### src/rtl/fmss_pkg.sv
// ----------------------------------------------------------------------------
// fmss_pkg
// shared types and codes for the first-match string search
// ----------------------------------------------------------------------------
`default_nettype none

package fmss_pkg;

    localparam int BYTE_W = 8;

    typedef enum logic {
        OP_PATTERN = 1'b0,
        OP_TEXT    = 1'b1
    } op_t;

    // control broadcast to every cell of the compare chain
    typedef struct packed {
        logic              shift;
        logic              clear;
        logic [BYTE_W-1:0] data_byte;
    } cell_ctl_t;

endpackage

`default_nettype wire

### src/rtl/fmss_cell.sv
// ----------------------------------------------------------------------------
// fmss_cell
// one pattern position: stored byte and its partial-match bit
// ----------------------------------------------------------------------------
`default_nettype none

module fmss_cell (
    input  wire logic                           aclk,
    input  wire logic                           aresetn,
    input  wire fmss_pkg::cell_ctl_t            ctl,
    input  wire logic                           wr_en,
    input  wire logic                           pv_in,
    output logic                                hit,
    output logic                                pv_out
);

    logic [fmss_pkg::BYTE_W-1:0] store_reg;
    logic                        pv_reg;
    logic                        pv_next;

    assign hit    = pv_in && (store_reg == ctl.data_byte);
    assign pv_out = pv_reg;

    always_comb begin
        pv_next = pv_reg;
        if (ctl.clear) begin
            pv_next = 1'b0;
        end else if (ctl.shift) begin
            pv_next = hit;
        end
    end

    always_ff @(posedge aclk) begin
        if (!aresetn) begin
            pv_reg <= 1'b0;
        end else begin
            pv_reg <= pv_next;
        end
    end

    always_ff @(posedge aclk) begin
        if (wr_en) begin
            store_reg <= ctl.data_byte;
        end
    end

endmodule

`default_nettype wire

### src/rtl/fmss_out_buf.sv
// ----------------------------------------------------------------------------
// fmss_out_buf
// two-entry result buffer: output register plus skid register
// ----------------------------------------------------------------------------
`default_nettype none

module fmss_out_buf #(
    parameter int W = 24
) (
    input  wire logic         aclk,
    input  wire logic         aresetn,
    input  wire logic         push,
    input  wire logic [W-1:0] push_data,
    output logic              can_push,
    output logic              m_tvalid,
    input  wire logic         m_tready,
    output logic [W-1:0]      m_tdata
);

    logic         out_valid_reg, out_valid_next;
    logic [W-1:0] out_data_reg, out_data_next;
    logic         skid_valid_reg, skid_valid_next;
    logic [W-1:0] skid_data_reg, skid_data_next;

    assign can_push = !skid_valid_reg;
    assign m_tvalid = out_valid_reg;
    assign m_tdata  = out_data_reg;

    always_comb begin
        out_valid_next  = out_valid_reg;
        out_data_next   = out_data_reg;
        skid_valid_next = skid_valid_reg;
        skid_data_next  = skid_data_reg;
        if (!out_valid_reg || m_tready) begin
            if (skid_valid_reg) begin
                out_valid_next  = 1'b1;
                out_data_next   = skid_data_reg;
                skid_valid_next = 1'b0;
            end else begin
                out_valid_next = push;
                out_data_next  = push_data;
            end
        end else if (push) begin
            skid_valid_next = 1'b1;
            skid_data_next  = push_data;
        end
    end

    always_ff @(posedge aclk) begin
        if (!aresetn) begin
            out_valid_reg  <= 1'b0;
            skid_valid_reg <= 1'b0;
        end else begin
            out_valid_reg  <= out_valid_next;
            skid_valid_reg <= skid_valid_next;
        end
    end

    always_ff @(posedge aclk) begin
        out_data_reg  <= out_data_next;
        skid_data_reg <= skid_data_next;
    end

endmodule

`default_nettype wire

### src/rtl/first_match_string_search.sv
// ----------------------------------------------------------------------------
// first_match_string_search
// earliest occurrence of a byte pattern in a streamed byte text
// ----------------------------------------------------------------------------
// s_ channel: tuser selects the transaction kind (0 pattern byte, 1 text
// byte), tdata carries the byte, tlast ends the pattern or the text. the
// pattern is loaded first; its last byte fixes the length, bytes past
// MAX_PATTERN are dropped. text then streams at one byte per cycle through
// a chain of MAX_PATTERN compare cells, each holding one pattern byte and
// passing its partial-match bit to the next cell on every text byte.
// m_ channel: one transaction per text, issued for the last text byte, with
// found and the zero-based start of the earliest match (0 if none). it
// is held in the buffer's output or, if the receiver stalls, skid register.
// throughput is one byte per cycle. a two-entry result buffer keeps s_tready
// high while a result waits; s_tready drops only when both entries are full
// because the receiver stalls. reset empties the buffer, clears the match
// state and sets the pattern length to zero (empty pattern matches at 0).
// ----------------------------------------------------------------------------
`default_nettype none

module first_match_string_search #(
    parameter int MAX_PATTERN   = 64,
    parameter int POSITION_BITS = 20
) (
    input  wire logic                                   aclk,
    input  wire logic                                   aresetn,
    input  wire logic                                   s_tvalid,
    output logic                                        s_tready,
    input  wire logic [7:0]                             s_tdata,  // data_byte
    input  wire logic                                   s_tuser,  // operation
    input  wire logic                                   s_tlast,
    output logic                                        m_tvalid,
    input  wire logic                                   m_tready,
    // found, match_position, zero fill
    output logic [((POSITION_BITS+8)/8)*8-1:0]          m_tdata
);

    localparam int OUT_W = ((POSITION_BITS + 8) / 8) * 8;
    localparam int LEN_W = $clog2(MAX_PATTERN + 1);
    localparam int IDX_W = (MAX_PATTERN > 1) ? $clog2(MAX_PATTERN) : 1;
    localparam int SUM_W = ((POSITION_BITS > LEN_W) ? POSITION_BITS : LEN_W) + 1;
    localparam logic [POSITION_BITS-1:0] POS_MAX = '1;

    logic                      accept;
    logic                      is_pattern;
    logic                      is_text;
    fmss_pkg::cell_ctl_t       ctl;
    logic [MAX_PATTERN-1:0]    wr_en;
    logic [MAX_PATTERN-1:0]    hit;
    logic [MAX_PATTERN-1:0]    pv;
    logic [MAX_PATTERN-1:0]    chain_in;

    logic [LEN_W-1:0]          len_reg, len_next;
    logic [LEN_W-1:0]          load_idx_reg, load_idx_next;
    logic [POSITION_BITS-1:0]  pos_reg, pos_next;
    logic                      seen_reg, seen_next;
    logic [POSITION_BITS-1:0]  start_reg, start_next;

    logic                      in_range;
    logic [LEN_W-1:0]          len_m1;
    logic                      full_hit;
    logic [SUM_W-1:0]          start_sum;
    logic                      seen_now;
    logic [POSITION_BITS-1:0]  start_now;
    logic                      push;
    logic [OUT_W-1:0]          push_data;
    logic                      can_push;

    assign accept     = s_tvalid && s_tready;
    assign s_tready   = can_push;
    assign is_pattern = accept && (fmss_pkg::op_t'(s_tuser) == fmss_pkg::OP_PATTERN);
    assign is_text    = accept && (fmss_pkg::op_t'(s_tuser) == fmss_pkg::OP_TEXT);

    assign ctl.shift     = is_text;
    assign ctl.clear     = is_pattern || (is_text && s_tlast);
    assign ctl.data_byte = s_tdata;

    genvar j;
    generate
        for (j = 0; j < MAX_PATTERN; j++) begin : g_cell
            assign wr_en[j] = is_pattern && (load_idx_reg == LEN_W'(j));
            if (j == 0) begin : g_head
                assign chain_in[j] = 1'b1;
            end else begin : g_link
                assign chain_in[j] = pv[j-1];
            end
            fmss_cell u_cell (
                .aclk    (aclk),
                .aresetn (aresetn),
                .ctl     (ctl),
                .wr_en   (wr_en[j]),
                .pv_in   (chain_in[j]),
                .hit     (hit[j]),
                .pv_out  (pv[j])
            );
        end
    endgenerate

    assign in_range  = (pos_reg != POS_MAX);
    assign len_m1    = LEN_W'(len_reg - LEN_W'(1));
    assign full_hit  = hit[len_m1[IDX_W-1:0]];
    assign start_sum = SUM_W'(pos_reg) + SUM_W'(1) - SUM_W'(len_reg);

    always_comb begin
        len_next      = len_reg;
        load_idx_next = load_idx_reg;
        pos_next      = pos_reg;
        seen_now      = seen_reg;
        start_now     = start_reg;
        seen_next     = seen_reg;
        start_next    = start_reg;
        push          = 1'b0;
        push_data     = '0;
        if (is_pattern) begin
            if (load_idx_reg < LEN_W'(MAX_PATTERN)) begin
                load_idx_next = LEN_W'(load_idx_reg + LEN_W'(1));
            end
            if (s_tlast) begin
                len_next      = load_idx_next;
                load_idx_next = '0;
            end
            pos_next   = '0;
            seen_next  = 1'b0;
            start_next = '0;
        end else if (is_text) begin
            if (len_reg == '0) begin
                if (!seen_reg) begin
                    seen_now  = 1'b1;
                    start_now = '0;
                end
            end else if (full_hit && !seen_reg && in_range) begin
                seen_now  = 1'b1;
                start_now = start_sum[POSITION_BITS-1:0];
            end
            if (in_range) begin
                pos_next = POSITION_BITS'(pos_reg + POSITION_BITS'(1));
            end
            seen_next  = seen_now;
            start_next = start_now;
            if (s_tlast) begin
                push         = 1'b1;
                push_data[0] = seen_now;
                push_data[POSITION_BITS:1] = seen_now ? start_now : '0;
                pos_next   = '0;
                seen_next  = 1'b0;
                start_next = '0;
            end
        end
    end

    always_ff @(posedge aclk) begin
        if (!aresetn) begin
            len_reg      <= '0;
            load_idx_reg <= '0;
            pos_reg      <= '0;
            seen_reg     <= 1'b0;
            start_reg    <= '0;
        end else begin
            len_reg      <= len_next;
            load_idx_reg <= load_idx_next;
            pos_reg      <= pos_next;
            seen_reg     <= seen_next;
            start_reg    <= start_next;
        end
    end

    fmss_out_buf #(
        .W (OUT_W)
    ) u_out_buf (
        .aclk      (aclk),
        .aresetn   (aresetn),
        .push      (push),
        .push_data (push_data),
        .can_push  (can_push),
        .m_tvalid  (m_tvalid),
        .m_tready  (m_tready),
        .m_tdata   (m_tdata)
    );

    // pattern transaction wipes the partial-match chain
    a_pattern_clears_chain : assert property (@(posedge aclk) disable iff (!aresetn)
        is_pattern |=> (pv == '0))
        else $error("partial-match chain not cleared by pattern byte");

    a_start_zero_when_unseen : assert property (@(posedge aclk) disable iff (!aresetn)
        !seen_reg |-> (start_reg == '0))
        else $error("match start held without a match");

    a_load_idx_bound : assert property (@(posedge aclk) disable iff (!aresetn)
        load_idx_reg <= LEN_W'(MAX_PATTERN))
        else $error("load index beyond pattern capacity");

    a_result_after_last_text : assert property (@(posedge aclk) disable iff (!aresetn)
        (is_text && s_tlast) |=> (pos_reg == '0) && !seen_reg && m_tvalid)
        else $error("text end not followed by result and cleared state");

endmodule

`default_nettype wire
### config.mk
export PLATFORM = sky130hd
export DESIGN_NAME = first_match_string_search
export DESIGN_NICKNAME = d
export VERILOG_FILES = /design/src/rtl/fmss_pkg.sv /design/src/rtl/fmss_cell.sv /design/src/rtl/fmss_out_buf.sv /design/src/rtl/first_match_string_search.sv
export SDC_FILE = /design/constraint.sdc
export NUM_CORES = 1
export LEC_CHECK = 0
export BUFFER_PORTS_ARGS = -buffer_cell sky130_fd_sc_hd__buf_2
export CAP_MARGIN = 10
export CORE_MARGIN = 3
export CORE_UTILIZATION = 65
export DETAILED_ROUTE_END_ITERATION = 7
export PLACE_DENSITY = 0.83
export SLEW_MARGIN = 5
export SYNTH_ARGS = -nofsm -noshare
export SYNTH_HDL_FRONTEND = slang
export SYNTH_SLANG_ARGS = --single-unit
### constraint.sdc
create_clock -name aclk -period 10.23 [get_ports aclk]
set_input_delay 1.023 -clock aclk [delete_from_list [all_inputs] [get_ports aclk]]
set_output_delay 1.023 -clock aclk [all_outputs]
set_load 0.1 [all_outputs]
==> impl_metrics.py <==
metrics = {
    "status": {
        "status": "finished, final reports clean",
    },
    "grt": {
        "grt_pass1_wl_um": 104000,
        "track_usage": 0.267,
        "grt_max_degree": 114,
        "first_global_vias": 18544,
        "antenna_found_initial": 0,
        "overflow": 0,
    },
    "yosys": {
        "synth_cells": 2370,
        "yosysWarnings": 0,
        "ys_seq_area_frac": 0.625,
        "postSynthAreaPerCell_um2": 12.8,
        "synth_ff_type": "edfxtp_1",
        "synth_adder_area_share": 0.0187,
        "ys_types": 69,
        "synth-simple-area-share": 0.106,
        "synthArstFlopShare": 0,
        "synthXorXnorAreaFrac": 0.159,
        "synth_area_um2": 30400,
        "synth_mux_area_frac": 0.0120,
        "synth-edff-count": 554,
        "synth_top_family_by_area": "XOR/XNOR gates",
        "synth_compound_area_frac": 0.0478,
        "synth_seq_cells": 674,
    },
    "clock_network": {
        "cts_buffers": 69,
        "clk_path_buf_depth": 3,
        "clock-sinks": 674,
        "cts_tree": "built",
        "h-tree-depth": 3,
        "postCtsResizedCells": 0,
        "path_clk_slew_ns": 0.06,
        "clk_latency_ns": 0.61,
        "cts_setup_buffers": 0,
        "cts_root_buf": "clkbuf_16",
        "ctsHoldBuffers": 0,
    },
    "place": {
        "postPlaceCellArea_um2": 30800,
        "dp_hpwl_um": 39400,
        "dp.cells": 2908,
        "dp_slack_ns": 4.40,
        "numPortBuffers": 36,
        "gp_congestion": 0.871,
    },
    "sta": {
        "finalWorstSetupSlack_ns": 4.81,
        "setup_viol": 0,
        "tightestPinTransition_ns": 1.39,
        "relSlewSlack": 0.0667,
        "hold_viol": 0,
        "clock_skew_ns": 0.0289,
        "fmax_ghz": 0.185,
        "final-max-slew-violation-count": 0,
        "tns_ns": 0,
        "rsz0062_at_grt": "no",
        "min_period_ns": 5.42,
        "post-route-period-util": 0.529,
    },
    "layout": {
        "most-common-layout-cells": "554 x edfxtp_1, 425 x xnor2_1, 190 x nand2_1",
        "diodes": 0,
        "final_cells": 3033,
        "drive_gt1_frac": 0.0814,
        "area_growth_pct": 8.31,
        "fillers": 2877,
        "largest_reg_flops": 512,
        "final_common_cell": "edfxtp_1",
        "finalNetCount": 2438,
        "final_area_um2": 33000,
    },
    "floorplanning": {
        "die_w_um": 222,
        "fp.dieH_um": 222,
        "rows": 78,
        "start_util": 0.665,
        "die_area_um2": 49500,
        "core_um2": 45800,
        "io_pins": 40,
    },
    "power": {
        "swShare": 0.228,
        "combPwrFrac": 0.074,
        "p_seq_frac": 0.516,
        "cellInternalPower_mw": 4.46,
        "power_per_cell_area_nw_per_um2": 175,
        "power_mw": 5.77,
        "p_leak_nw": 10.5,
        "vdd_drop_max_v": 0.000164,
        "clkPwrFrac": 0.411,
        "switchingPower_mw": 1.32,
    },
    "routing": {
        "wl_per_cell_um": 21.8,
        "drc_errors": 0,
        "antenna_left": 0,
        "vias_per_cell": 6.15,
        "dr.pass1.iters": 6,
        "drt_iter0_drc": 1992,
        "vias": 18667,
        "drt-total-wl_um": 66200,
    },
    "job": {
        "maxCapViolCount": 0,
    },
    "worst_setup_path": {
        "crit_fanout": 85,
        "critical_path_class": "input pin to flip-flop",
        "cpPeakStageDelay_ns": 0.74,
        "cp_data_arrival_time_ns": 5.87,
        "crit_path_cell_trace": "buf_6 > buf_4 > xor2_1 > nor4_1 > nand4_1 > o31a_1 > o32ai_1 > nor4_1 > o21ai_2 > nand4_4 > a21oi_1 > buf_4 > o22ai_1",
        "slowest_stage": "a21oi_1",
        "cp-start-kind": "input pin",
        "end_kind": "flip-flop",
        "worst-endpoint-required_ns": 10.68,
    },
    "worst_hold_path": {
        "worstHoldPathType": "flip-flop to flip-flop",
    },
}
==> cell type report <==
type                            count  area [um^2]  area share
Clock buffer                       91         1920      0.0584
Timing Repair Buffer               57          400      0.0121
Inverter                           42          158     0.00478
Clock inverter                     34          200     0.00607
Sequential cell                   674        19000       0.577
Tap cell                          600          751      0.0228
Multi-Input combinational cell   1535        10500       0.318
==> stage by stage <==
step	utilization	hold WS [ns]
finish	0.720	0.455
global route	0.720	0.470
CTS	0.720	0.455
detailed placement	0.674	0.445
global placement	0.674	0.440
floorplan	-	0.427
==> routing by layer <==
layer,routed length (um),GRT usage
met5,0,0
met4,2210,0.101
met1,26400,0.365
met2,31300,0.430
met3,6400,0.0551
==> power groups by stage <==
stage	sequential, mW	combinational (mW)	clock, mW
after CTS	2.98	0.423	2.40
after global routing	2.98	0.454	2.51
after global placement	3.04	0.408	0
final	2.98	0.425	2.37
after detailed placement	3.04	0.419	0
after floorplan	3.06	0.290	0
==> path summary, 6_finish.rpt <==
| check | from | to | slack, ns | cells after the start |
|---|---|---|---|---|
| max | s_tdata[7] | start_reg[19] | 4.81 | 13 |
| max reg2reg | len_reg[0] | u_out_buf.m_tdata[4] | 5.25 | 14 |
| min reg2reg | g_cell[44].u_cell.pv_out | g_cell[44].u_cell.pv_out | 0.45 | 2 |
| min | g_cell[44].u_cell.pv_out | g_cell[44].u_cell.pv_out | 0.45 | 2 |
==> worst max-delay path: cells and delay by family <==
kind | cells | cell delay (ns)
buffers and inverters | 3 | 1.62
AND/OR/NAND/NOR | 4 | 1.16
XOR/XNOR | 1 | 0.14
AO/OA/AOI/OAI | 5 | 1.84
==> synth_stat cells, types with 29 or more instances <==
cell        n  area share
edfxtp_1  554        0.55
nor2_1    175       0.022
nor3_1     45      0.0074
xor2_1    125       0.036
clkbuf_1   47      0.0058
buf_6      29       0.011
nand4_1    58       0.012
nand2_1   191       0.024
ha_1       44       0.018
nand3_1    79       0.013
inv_1      42      0.0052
nor4_1     74       0.015
a21oi_1    83       0.014
dfxtp_1   120       0.079
xnor2_1   425        0.12
o21ai_0    36      0.0059
==> cell families after synthesis <==
kind of cell               count (synthesis)
AOI/OAI and AO/OA                        228
xor gates and xnor gates                 552
adders and majority gates                 45
buffers and inverters                    163
DFF                                      674
muxes                                     29
other                                      1
and+or+nand+nor                          678
Note: power is estimated with default switching activity, not from simulation.
